`src/hdl/tcit_mul.sv`:
```
// ----------------------------------------------------------------------------
// tcit_mul
// Two-stage signed multiplier: four half-width partial products, then their
// shifted sum.
// ----------------------------------------------------------------------------
module tcit_mul #(
  parameter int AW = 16,
  parameter int BW = 16,
  localparam int PW = AW + BW
) (
  input  logic                 clk,
  input  logic                 en,
  input  logic signed [AW-1:0] a,
  input  logic signed [BW-1:0] b,
  output logic signed [PW-1:0] p
);

  localparam int AL = AW / 2;
  localparam int AH = AW - AL;
  localparam int BL = BW / 2;
  localparam int BH = BW - BL;

  logic signed [AL:0]        a_lo;
  logic signed [BL:0]        b_lo;
  logic signed [AH-1:0]      a_hi;
  logic signed [BH-1:0]      b_hi;
  logic signed [AL+BL+1:0]   pp_ll;
  logic signed [AL+BH:0]     pp_lh;
  logic signed [AH+BL:0]     pp_hl;
  logic signed [AH+BH-1:0]   pp_hh;

  assign a_lo = $signed({1'b0, a[AL-1:0]});
  assign b_lo = $signed({1'b0, b[BL-1:0]});
  assign a_hi = a[AW-1:AL];
  assign b_hi = b[BW-1:BL];

  always_ff @(posedge clk) begin
    if (en) begin
      pp_ll <= (AL+BL+2)'(a_lo) * (AL+BL+2)'(b_lo);
      pp_lh <= (AL+BH+1)'(a_lo) * (AL+BH+1)'(b_hi);
      pp_hl <= (AH+BL+1)'(a_hi) * (AH+BL+1)'(b_lo);
      pp_hh <= (AH+BH)'(a_hi) * (AH+BH)'(b_hi);
      p     <= (PW'(pp_hh) <<< (AL + BL)) + (PW'(pp_hl) <<< AL)
             + (PW'(pp_lh) <<< BL) + PW'(pp_ll);
    end
  end

endmodule

```
`config.mk`:
```
export PLATFORM = sky130hd
export DESIGN_NAME = tcit_mul
export DESIGN_NICKNAME = d
export VERILOG_FILES = /design/src/hdl/tcit_mul.sv
export SDC_FILE = /design/constraint.sdc
export NUM_CORES = 1
export LEC_CHECK = 0
export BUFFER_PORTS_ARGS = -buffer_cell sky130_fd_sc_hd__buf_4
export CAP_MARGIN = 15
export CORE_ASPECT_RATIO = 1.1
export CORE_UTILIZATION = 50
export CTS_CLUSTER_SIZE = 40
export DETAILED_ROUTE_END_ITERATION = 8
export GPL_ROUTABILITY_DRIVEN = 0
export PLACE_DENSITY = 0.7
export SYNTH_ARGS = -nofsm -noshare
export SYNTH_HDL_FRONTEND = slang
export SYNTH_SLANG_ARGS = --single-unit
```
`constraint.sdc`:
```
create_clock -name clk -period 4.7 [get_ports clk]
set_input_delay 0 -clock clk [delete_from_list [all_inputs] [get_ports clk]]
set_output_delay 0 -clock clk [all_outputs]
set_load 0.01 [all_outputs]
```
# == Word-level counts from Yosys, hierarchy flattened ==
# Cells that the tools add are included.
# classes
n_addsub,3
n_mul,4
# op_table
op,n
$add A32 B25 Y32,2
$add A32 B17 Y32,1
$mul A8 B8 Y16,2
$mul A8 B9 Y17,1
$mul A9 B8 Y17,1
# totals
regBits,98
input_bits,34
out_inout_bits,32
elab_cells,12

# == Logic depth before layout (Yosys ltp) ==
# Gate-level depths: netlist of the first run.
# logic_depth
depth_word,3
ltp_mapped,18
ltp_nobuf,17

# == Least setup slack after synthesis of the first run ==
# No wires, ideal clock.
# synth_path
path_type,input-to-reg
from,in a[15]
to,reg pp_hl[15] (data pin)
setup_time_ns,0.257
t_arrival_ns,4.216
required_time_ns,4.443
setup_slack_ns,0.227
path_stages,17
n_path_buf,1
path_cell_list,clkbuf_1 -> clkinv_1 -> nor2_1 -> fa_1 -> fa_1 -> fa_1 -> inv_1 -> fa_1 -> inv_1 -> ha_1 -> o21a_1 -> o21ai_0 -> a21oi_1 -> o21a_1 -> o21a_1 -> o41a_1 -> xor2_1
# synth_between
elab_chain_len,1
# synth_rtl
item,line_no,rtl
from (decl),13,"input logic signed [AW-1:0] a,"
$mul A8 B9 Y17,41,pp_hl <= (AH+BL+1)'(a_hi) * (AH+BL+1)'(b_lo);
to (signal assigned),41,
to (decl),29,logic signed [AH+BL:0] pp_hl;
# Every way passes these cells.
# A chain may end at the register's enable or synchronous reset.

# == Worst setup path after layout of the first run ==
# Same ends and word-level chain as after synthesis.

==> reports/results.tsv, run 1 <==
metric	value	unit
H-tree depth	3	
worst vdd ir	0.340	mV
via count	8980	
Starting Density	0.507	
multi-input logic area	9560	sq um
Die Span X	159	um
clock-pin slew on the worst setup and hold paths	70	ps
distinct cell type count after synthesis	54	
post-synthesis sequential area ratio	0.216	
worst r2r dst	p[25]	
Slew Limit Headroom	0.574	
Min-Delay Path Class	input port to register	
WHS Endpoint	pp_ll[0]	
critical path required time	4810	ps
largest cells by area after synthesis	fa_1 28%, edfxtp_1 22%, ha_1 16%	
first-pass GRT wire length	45900	um
std cell rows	63	
top cell type's share of synthesized area	0.278	
area grow syn2layout	8.48	%
root buf cell	clkbuf_16	
ys flop type	edfxtp_1	
Synth async-reset ratio	0	
DR pass1 iterations	5	
pin count of the biggest net entering global routing	52	
DRC viols	0	
Placed Area	14500	sq um
cell count after synthesis	1329	
post-route ant nets	0	
DR WL/cell	15.5	um
Tcrit/Tclk final	0.882	
hpwl dp	21500	um
TritonCTS Sinks	98	
synthesized area	13600	sq um
clock skew	13.7	ps
number of synthesized flops with an enable pin	98	
r2r startpoint	pp_ll[9]	
Global Route Usage Sum	0.208	
Clk Latency, worst-skew pair	360	ps
NetSw	3.94	mW
most frequent cells after synthesis	263 x inv_1, 189 x fa_1, 188 x and2_1, 174 x ha_1, 98 x edfxtp_1	
fin util	0.550	
Startpoint Class	input port	
Max FO, Critical Path	11	
share of cells above drive strength 1	0.0789	
Combinational Power Share	0.703	
register bit total from synthesis	98	
CP max stage cell	fa_1	
CTS tree	done	
Max Slew Vio Count	0	
Initial DRC Count	429	
Post-Syn Nets	1726	
CP most frequent cell	fa_1	
postcts setup bufs	0	
input/output buffers	65	
IO Pins	66	
final hold vios	0	
gr ovfl total	0	
vias in the first global route	9481	
Sw Share	0.445	
most common cell in the netlist	inv_1	
fin area	14800	sq um
routed wire length	26900	um
drt via density	5.17	
Syn Area/Cell	10.3	sq um
fill count	2379	
post-layout min period	4150	ps
Achievable Freq	0.241	GHz
setup TNS	0	ps
clock buffer depth	2	
clock buffer count from CTS	9	
Final setup violation count	0	
CP peak stage delay	540	ps
power share of the sequential group	0.210	
die area	27900	sq um
leakage	7.07	nW
Worst Hold Depth	2	
core footprint	26900	sq um
Reg area	2940	sq um
Worst Setup End Kind	register	
critical-path cell list	buf_4 -> clkinv_1 -> nor2_1 -> fa_1 -> fa_1 -> fa_1 -> inv_1 -> fa_1 -> inv_1 -> ha_1 -> o21a_1 -> o21ai_0 -> a21oi_1 -> o21a_1 -> o21a_1 -> o41a_1 -> xor2_1	
max-cap violation count	0	
initial antenna violation count	0	
Reg2Reg Setup Slack	1480	ps
Final #Nets	1773	
status	finished clean	
Ys Warns	0	
Internal	4.91	mW
Die Y	175	um
ant diodes	0	
WP data arrival	4260	ps
clock network power share	0.088	
Reg2Reg Depth	11	
Slew @ Worst Pin	639	ps
Hold Crit Start	a[0]	
cts repair resizes	0	
hold_buf cts	0	
CP Class	input port to register	
RSZ-0062 raised after global routing	false	
PD cells	599	nW/um^2
post-synth top area cell	fa_1	
[kinds of logic after synthesis]
family	share of synthesized area
AOI/OAI and AO/OA	0.0838
buffers and inverters	0.0826
DFF	0.216
xor gates and xnor gates	0.0379
and+or+nand+nor	0.142
adders and majority gates	0.438
[power groups by stage]
stage                     clock, mW  combinational [mW]  sequential, mW
after CTS                     0.795                6.24            1.87
final                         0.778                6.22            1.86
after global routing          0.822                7.03            1.90
after floorplan                   0                4.72            1.90
after detailed placement          0                6.18            1.88
after global placement            0                6.02            1.87
[routing by layer]
metal / wire, um / GRT usage
met1: 12500 / 0.275
met2: 12700 / 0.356
met4: 506 / 0.0621
met3: 1190 / 0.0278
met5: 0 / 0
[worst max-delay path: cells and delay by family]
kind / cells / cell delay (ps)
fa+ha+maj: 5 / 2360
compound gates: 6 / 1100
buf+inv: 4 / 450
simple gates: 1 / 190
xor+xnor: 1 / 150
[cell type report]
type / count / area share
clock inverters: 7 / 0.00567
well taps: 357 / 0.0302
multi-input cells: 932 / 0.647
repair buffers: 71 / 0.0361
flip-flops and latches: 98 / 0.199
inverters: 264 / 0.0671
clock buffers: 9 / 0.0152
[how the worst max path moves through the flow]
stage,startpoint,to,cells after the start
floorplan,a[15],pp_hl[15],17
global placement,a[15],pp_hl[15],17
detailed placement,a[15],pp_hl[15],17
CTS,a[15],pp_hl[15],17
global route,a[15],pp_hl[15],17
finish,a[15],pp_hl[15],17
[registers in the layout, indices dropped and copies added, names as in the netlist]
name   flops
pp_lh     17
pp_hh     16
p         32
pp_ll     16
pp_hl     17
[metrics by stage]
stage | power [mW] | std cells | hold slack [ps] | setup slack (ps)
finish | 8.86 | 1738 | 109 | 555
global placement | 7.89 | 1722 | 402 | 259
detailed placement | 8.06 | 1722 | 405 | 190
global route | 9.75 | 1738 | 124 | 299
floorplan | 6.63 | 1329 | 112 | 227
CTS | 8.90 | 1738 | 97.8 | 570
[placed cells by master, fill, tap and decap left out, drive strengths merged, types with 2 or more instances in the layout]
cell and n:
nand2b 12, a211oi 11, xnor2 44, and3 2
a31oi 3, edfxtp 98, nand2 57, a211o 5
nand3 5, a21oi 39, clkinv 6, o41ai 5
nor2b 13, xor2 15, o31a 5, o21a 20
or2 2, o31ai 4, o21ai 28, inv 263
a311oi 2, a21o 10, o211ai 7, fa 189
a21boi 4, nor2 57, nor4b 2, o41a 2
or3 3, ha 174, nor3 14, a311o 2
buf 71, o221a 2, bufinv 2, and2 188
clkbuf 9
Note: power is estimated with default switching activity, not from simulation.
==> inputs of run 2 (changes only) <==
--- a/config.mk
+++ b/config.mk
@@ -8,11 +8,13 @@
 export BUFFER_PORTS_ARGS = -buffer_cell sky130_fd_sc_hd__buf_4
 export CAP_MARGIN = 15
 export CORE_ASPECT_RATIO = 1.1
+export CORE_MARGIN = 2
 export CORE_UTILIZATION = 50
 export CTS_CLUSTER_SIZE = 40
 export DETAILED_ROUTE_END_ITERATION = 8
 export GPL_ROUTABILITY_DRIVEN = 0
 export PLACE_DENSITY = 0.7
+export SETUP_SLACK_MARGIN = 0.5
 export SYNTH_ARGS = -nofsm -noshare
 export SYNTH_HDL_FRONTEND = slang
 export SYNTH_SLANG_ARGS = --single-unit
==> reports/results.tsv, run 2 (synthesis results as in run 1) <==
metric	value	unit	change
CP most frequent cell	fa_1		unchanged
Max FO, Critical Path	16		was 11
pin count of the biggest net entering global routing	51		was 52
ant diodes	0		unchanged
core footprint	26900	sq um	unchanged
Worst Hold Depth	2		unchanged
Total Power	8.88	mW	was 8.86 mW
non-filler cells, final	1739		was 1738
post-layout min period	4020	ps	was 4150 ps
setup TNS	0	ps	unchanged
Global Route Usage Sum	0.205		was 0.208
CP max stage cell	fa_1		unchanged
clock buffer depth	2		unchanged
Final #Nets	1774		was 1773
CP bufs+invs	3		was 4
PD cells	595	nW/um^2	was 599 nW/um^2
vias in the first global route	9482		was 9481
commonest non-fill, non-tap cells in the layout	262 x inv_1, 189 x fa_1, 186 x and2_1		was 263 x inv_1, 189 x fa_1, 188 x and2_1
max reg flops	32		unchanged
max-cap violation count	0		unchanged
clock skew	15.6	ps	was 13.7 ps
RSZ-0062 raised after global routing	true		was false
Final setup violation count	0		unchanged
Worst Slack Setup Final	678	ps	was 555 ps
Slew Limit Headroom	0.571		was 0.574
Tcrit/Tclk final	0.856		was 0.882
Inst Count DP	1723		was 1722
Clk Latency, worst-skew pair	360	ps	about the same
fill count	2354		was 2379
postcts setup bufs	0		unchanged
Startpoint Class	input port		unchanged
Place WS	219	ps	was 190 ps
GRT busiest layer	met2		unchanged
Min-Delay Path Class	input port to register		unchanged
die area	28600	sq um	was 27900 sq um
clock buffer count from CTS	9		unchanged
share of cells above drive strength 1	0.0904		was 0.0789
Reg2Reg Setup Slack	1480	ps	about the same
area grow syn2layout	9.64	%	was 8.48%
clock-pin slew on the worst setup and hold paths	70	ps	about the same
r2r startpoint	pp_ll[9]		unchanged
leakage	7.08	nW	was 7.07 nW
root buf cell	clkbuf_16		unchanged
critical path required time	4760	ps	was 4810 ps
Hold Crit Start	a[8]		was a[0]
first-pass GRT wire length	46700	um	was 45900 um
worst vdd ir	0.340	mV	about the same
DRC viols	0		unchanged
TritonCTS Sinks	98		unchanged
Die Y	177	um	was 175 um
std cell rows	63		unchanged
Crit path max-delay family	adder cells		unchanged
drt via density	5.18		was 5.17
grt met3 use	0.0206		was 0.0278
routed wire length	26700	um	was 26900 um
CP Class	input port to register		unchanged
input/output buffers	65		unchanged
Starting Density	0.507		unchanged
worst r2r dst	p[25]		unchanged
WP data arrival	4090	ps	was 4260 ps
critical-path cell list	buf_6 -> and2_1 -> fa_1 -> fa_1 -> inv_1 -> fa_1 -> fa_1 -> inv_1 -> ha_1 -> o21a_1 -> o31a_1 -> o221a_4 -> o211ai_2 -> a21boi_2 -> o41ai_2 -> xnor2_1		was buf_4 -> clkinv_1 -> nor2_1 -> fa_1 -> fa_1 -> fa_1 -> inv_1 -> fa_1 -> inv_1 -> ha_1 -> o21a_1 -> o21ai_0 -> a21oi_1 -> o21a_1 -> o21a_1 -> o41a_1 -> xor2_1
WHS Endpoint	pp_hl[0]		was pp_ll[0]
IO Pins	66		unchanged
Biggest register	p		unchanged
Initial DRC Count	478		was 429
initial antenna violation count	0		unchanged
Achievable Freq	0.249	GHz	was 0.241 GHz
CTS tree	done		unchanged
Max Slew Vio Count	0		unchanged
DR pass1 iterations	5		unchanged
gr ovfl total	0		unchanged
status	finished clean		unchanged
Reg2Reg Depth	11		unchanged
Die Span X	161	um	was 159 um
CP peak stage delay	540	ps	about the same
Worst Setup End Kind	register		unchanged
met2 Track Usage GR	0.348		was 0.356
DR WL/cell	15.4	um	was 15.5 um
Largest regs	p (32), pp_hl (17), pp_lh (17)		unchanged
Slew @ Worst Pin	644	ps	was 639 ps
met1 usage	0.284		was 0.275
H-tree depth	3		unchanged
via count	9009		was 8980
hpwl dp	21600	um	was 21500 um
post-route ant nets	0		unchanged
most common cell after layout, fill and taps aside	inv_1		unchanged
final hold vios	0		unchanged
[run 2: final cells by class]
| type | instances | area, sq um | area share |
|---|---|---|---|
| multi-input combinational | 932 | 9640 | 0.645 |
| inverter | 264 | 996 | 0.0667 |
| clock inverter | 7 | 53.8 | 0.00360 |
| timing repair buffer | 72 | 632 | 0.0423 |
| tap | 357 | 447 | 0.0299 |
| clock buffer | 9 | 225 | 0.0151 |
| sequential | 98 | 2940 | 0.197 |
[run 2: routing by layer]
layer / vias up / wire, um
met5: - / 0
met4: 0 / 331
met3: 18 / 821
met2: 129 / 12800
met1: 4533 / 12700
li1: 4329 / -
[run 2: how the worst max path moves through the flow]
stage / startpoint / endpoint / slack [ps] / cells after the start
6_report: a[3] / pp_ll[15] / 680 / 16
5_1_grt: a[4] / pp_lh[16] / 490 / 17
4_1_cts: a[0] / pp_lh[16] / 610 / 17
3_5_place_dp: a[0] / pp_lh[16] / 220 / 17
3_3_place_gp: a[0] / pp_lh[16] / 310 / 17
2_1_floorplan: a[13] / pp_hl[15] / 500 / 17
[run 2: report_power, final]
part / leakage (nW) / switching, mW / internal [mW]
Combinational: 6.01 / 3.50 / 2.82
Sequential: 0.957 / 0.163 / 1.69
Clock: 0.116 / 0.340 / 0.360
[run 2: worst register-to-register path: stages, from the launching register on]
cell      delay, ps
edfxtp_1        410
fa_1            560
ha_1            200
inv_1            80
fa_1            450
nor2b_1         140
o21ai_1         110
a211o_1         370
a21oi_1         250
o41ai_1         130
a21oi_1         190
xor2_1           80
[run 2: per-stage QoR]
step,hold WS [ps],instance area (sq um),utilization
finish,117,14900,0.556
global route,133,14900,0.556
CTS,112,14800,0.549
detailed placement,406,14500,0.539
global placement,400,14500,0.539
floorplan,112,13600,-
[run 2: repair_timing]
action	CTS	global route
hold buffers	0	0
endpoints found under the setup margin	0	7
resized for setup	0	37
==> inputs of run 3 (changes only) <==
--- a/config.mk
+++ b/config.mk
@@ -14,6 +14,7 @@
 export DETAILED_ROUTE_END_ITERATION = 8
 export GPL_ROUTABILITY_DRIVEN = 0
 export PLACE_DENSITY = 0.7
+export REMOVE_ABC_BUFFERS = 1
 export SETUP_SLACK_MARGIN = 0.5
 export SYNTH_ARGS = -nofsm -noshare
 export SYNTH_HDL_FRONTEND = slang
==> constraint.sdc (replaced) <==
create_clock -name clk -period 4.7 [get_ports clk]
set_input_delay 0 -clock clk [delete_from_list [all_inputs] [get_ports clk]]
set_output_delay 0 -clock clk [all_outputs]
set_load 0.05 [all_outputs]
==> reports/results.tsv, run 3 (synthesis results as in run 1) <==
metric	value	unit	change
multi-input logic area	9610	sq um	was 9640 sq um
routed wire length	28100	um	was 26700 um
leakage	7.09	nW	was 7.08 nW
critical-path cell list	buf_6 -> nand2_1 -> fa_1 -> fa_1 -> inv_1 -> fa_1 -> inv_1 -> fa_1 -> inv_1 -> ha_1 -> o21a_1 -> a21oi_2 -> a21oi_1 -> o21a_1 -> o21a_1 -> o41a_1 -> xor2_1		was buf_6 -> and2_1 -> fa_1 -> fa_1 -> inv_1 -> fa_1 -> fa_1 -> inv_1 -> ha_1 -> o21a_1 -> o31a_1 -> o221a_4 -> o211ai_2 -> a21boi_2 -> o41ai_2 -> xnor2_1
Global Route Usage Sum	0.210		was 0.205
clock skew	15.4	ps	was 15.6 ps
core footprint	26900	sq um	unchanged
most common cell after layout, fill and taps aside	inv_1		unchanged
Sw Share	0.468		was 0.451
clock network power share	0.082		was 0.079
CTS tree	done		unchanged
Biggest register	p		unchanged
NetSw	4.33	mW	was 4.00 mW
DR pass1 iterations	5		unchanged
Final #Nets	1778		was 1774
Reg area	2940	sq um	unchanged
Max FO, Critical Path	16		unchanged
Starting Density	0.507		unchanged
worst r2r dst	p[25]		unchanged
Max Slew Vio Count	0		unchanged
status	finished clean		unchanged
Worst Hold Depth	2		unchanged
input/output buffers	65		unchanged
Final setup violation count	0		unchanged
DRC viols	0		unchanged
Achievable Freq	0.247	GHz	was 0.249 GHz
fin util	0.554		was 0.556
die area	28600	sq um	unchanged
Tcrit/Tclk final	0.860		was 0.856
met2 Track Usage GR	0.360		was 0.348
H-tree depth	3		unchanged
Reg2Reg Depth	11		unchanged
RSZ-0062 raised after global routing	true		unchanged
TritonCTS Sinks	98		unchanged
area grow syn2layout	9.30	%	was 9.64%
Crit path max-delay family	adder cells		unchanged
CP Class	input port to register		unchanged
clock-pin slew on the worst setup and hold paths	80	ps	was 70 ps
Slew @ Worst Pin	713	ps	was 644 ps
r2r startpoint	pp_ll[9]		unchanged
Inst Count DP	1726		was 1723
pin count of the biggest net entering global routing	56		was 51
Placed Area	14500	sq um	about the same
IO Pins	66		unchanged
Largest regs	p (32), pp_hl (17), pp_lh (17)		unchanged
Die Span X	161	um	unchanged
WP data arrival	4160	ps	was 4090 ps
worst vdd ir	0.454	mV	was 0.340 mV
non-filler cells, final	1743		was 1739
root buf cell	clkbuf_16		unchanged
Clk Latency, worst-skew pair	360	ps	about the same
drt via density	5.18		about the same
grt met3 use	0.0211		was 0.0206
critical path required time	4820	ps	was 4760 ps
ant diodes	0		unchanged
Hold Crit Start	a[8]		unchanged
CP max stage cell	fa_1		unchanged
initial antenna violation count	0		unchanged
PD cells	621	nW/um^2	was 595 nW/um^2
fill count	2341		was 2354
Total Power	9.24	mW	was 8.88 mW
DR WL/cell	16.1	um	was 15.4 um
Combinational Power Share	0.717		was 0.712
met1 usage	0.278		was 0.284
Startpoint Class	input port		unchanged
std cell rows	63		unchanged
post-layout min period	4040	ps	was 4020 ps
setup TNS	0	ps	unchanged
hpwl dp	21700	um	was 21600 um
Reg2Reg Setup Slack	1520	ps	was 1480 ps
GRT busiest layer	met2		unchanged
post-route ant nets	0		unchanged
share of cells above drive strength 1	0.0902		was 0.0904
max-cap violation count	0		unchanged
clock buffer depth	2		unchanged
final hold vios	0		unchanged
power share of the sequential group	0.200		was 0.209
Slew Limit Headroom	0.524		was 0.571
vias in the first global route	9459		was 9482
CP bufs+invs	4		was 3
Internal	4.91	mW	was 4.88 mW
Die Y	177	um	unchanged
Min-Delay Path Class	input port to register		unchanged
CP most frequent cell	fa_1		unchanged
first-pass GRT wire length	46900	um	was 46700 um
max reg flops	32		unchanged
fin area	14900	sq um	about the same
gr ovfl total	0		unchanged
clock buffer count from CTS	9		unchanged
Initial DRC Count	403		was 478
WHS Endpoint	pp_hh[0]		was pp_hl[0]
via count	9021		was 9009
Worst Setup End Kind	register		unchanged
CP peak stage delay	550	ps	was 540 ps
commonest non-fill, non-tap cells in the layout	262 x inv_1, 189 x fa_1, 188 x and2_1		was 262 x inv_1, 189 x fa_1, 186 x and2_1
==> run 3: cell types whose count changed in the layout (fill, tap and decap cells not counted), sizes merged <==
| cell | previous run | this run |
|---|---|---|
| clkbuf | 9 | 10 |
| clkinvlp | 6 | 5 |
| buf | 72 | 76 |
| inv | 264 | 263 |
| bufinv | 0 | 1 |
==> run 3: cell type report <==
cell class,count,share of cell area
Tap cell,357,0.0300
Clock inverter,6,0.00437
Clock buffer,10,0.0154
Timing Repair Buffer,76,0.0403
Multi-Input combinational cell,932,0.645
Sequential cell,98,0.198
Inverter,264,0.0670
==> run 3: power groups by stage <==
| stage | sequential, mW | combinational (mW) | clock [mW] |
|---|---|---|---|
| after floorplan | 2.27 | 4.69 | 0 |
| after global placement | 1.87 | 6.38 | 0 |
| after detailed placement | 1.88 | 6.52 | 0 |
| after CTS | 1.86 | 6.57 | 0.774 |
| after global routing | 1.90 | 7.46 | 0.799 |
| final | 1.85 | 6.63 | 0.762 |
==> run 3: what timing repair did <==
item | in CTS | in global routing
setup endpoints to repair | 0 | 9
setup buffers | 0 | 1
hold buffers | 0 | 0
gates resized for setup | 0 | 21
==> run 3: metrics by stage <==
stage	hold slack, ps	setup slack (ps)
after floorplan	112	546
after global placement	401	271
after detailed placement	406	236
after CTS	128	618
after global routing	159	485
final	150	658
==> run 3: how the worst max path moves through the flow <==
stage | start | to | slack, ps | cells after the start
global route | a[13] | pp_hl[15] | 490 | 17
global placement | a[15] | pp_hl[15] | 270 | 17
CTS | b[0] | pp_hl[15] | 620 | 17
floorplan | a[15] | pp_hl[15] | 550 | 16
finish | a[13] | pp_hl[15] | 660 | 17
detailed placement | b[0] | pp_hl[15] | 240 | 17
==> run 3: layer usage <==
| layer | wire [um] | share of wire |
|---|---|---|
| met1 | 12700 | 0.45 |
| met2 | 13300 | 0.48 |
| met3 | 1210 | 0.043 |
| met4 | 817 | 0.029 |
| met5 | 0 | 0 |
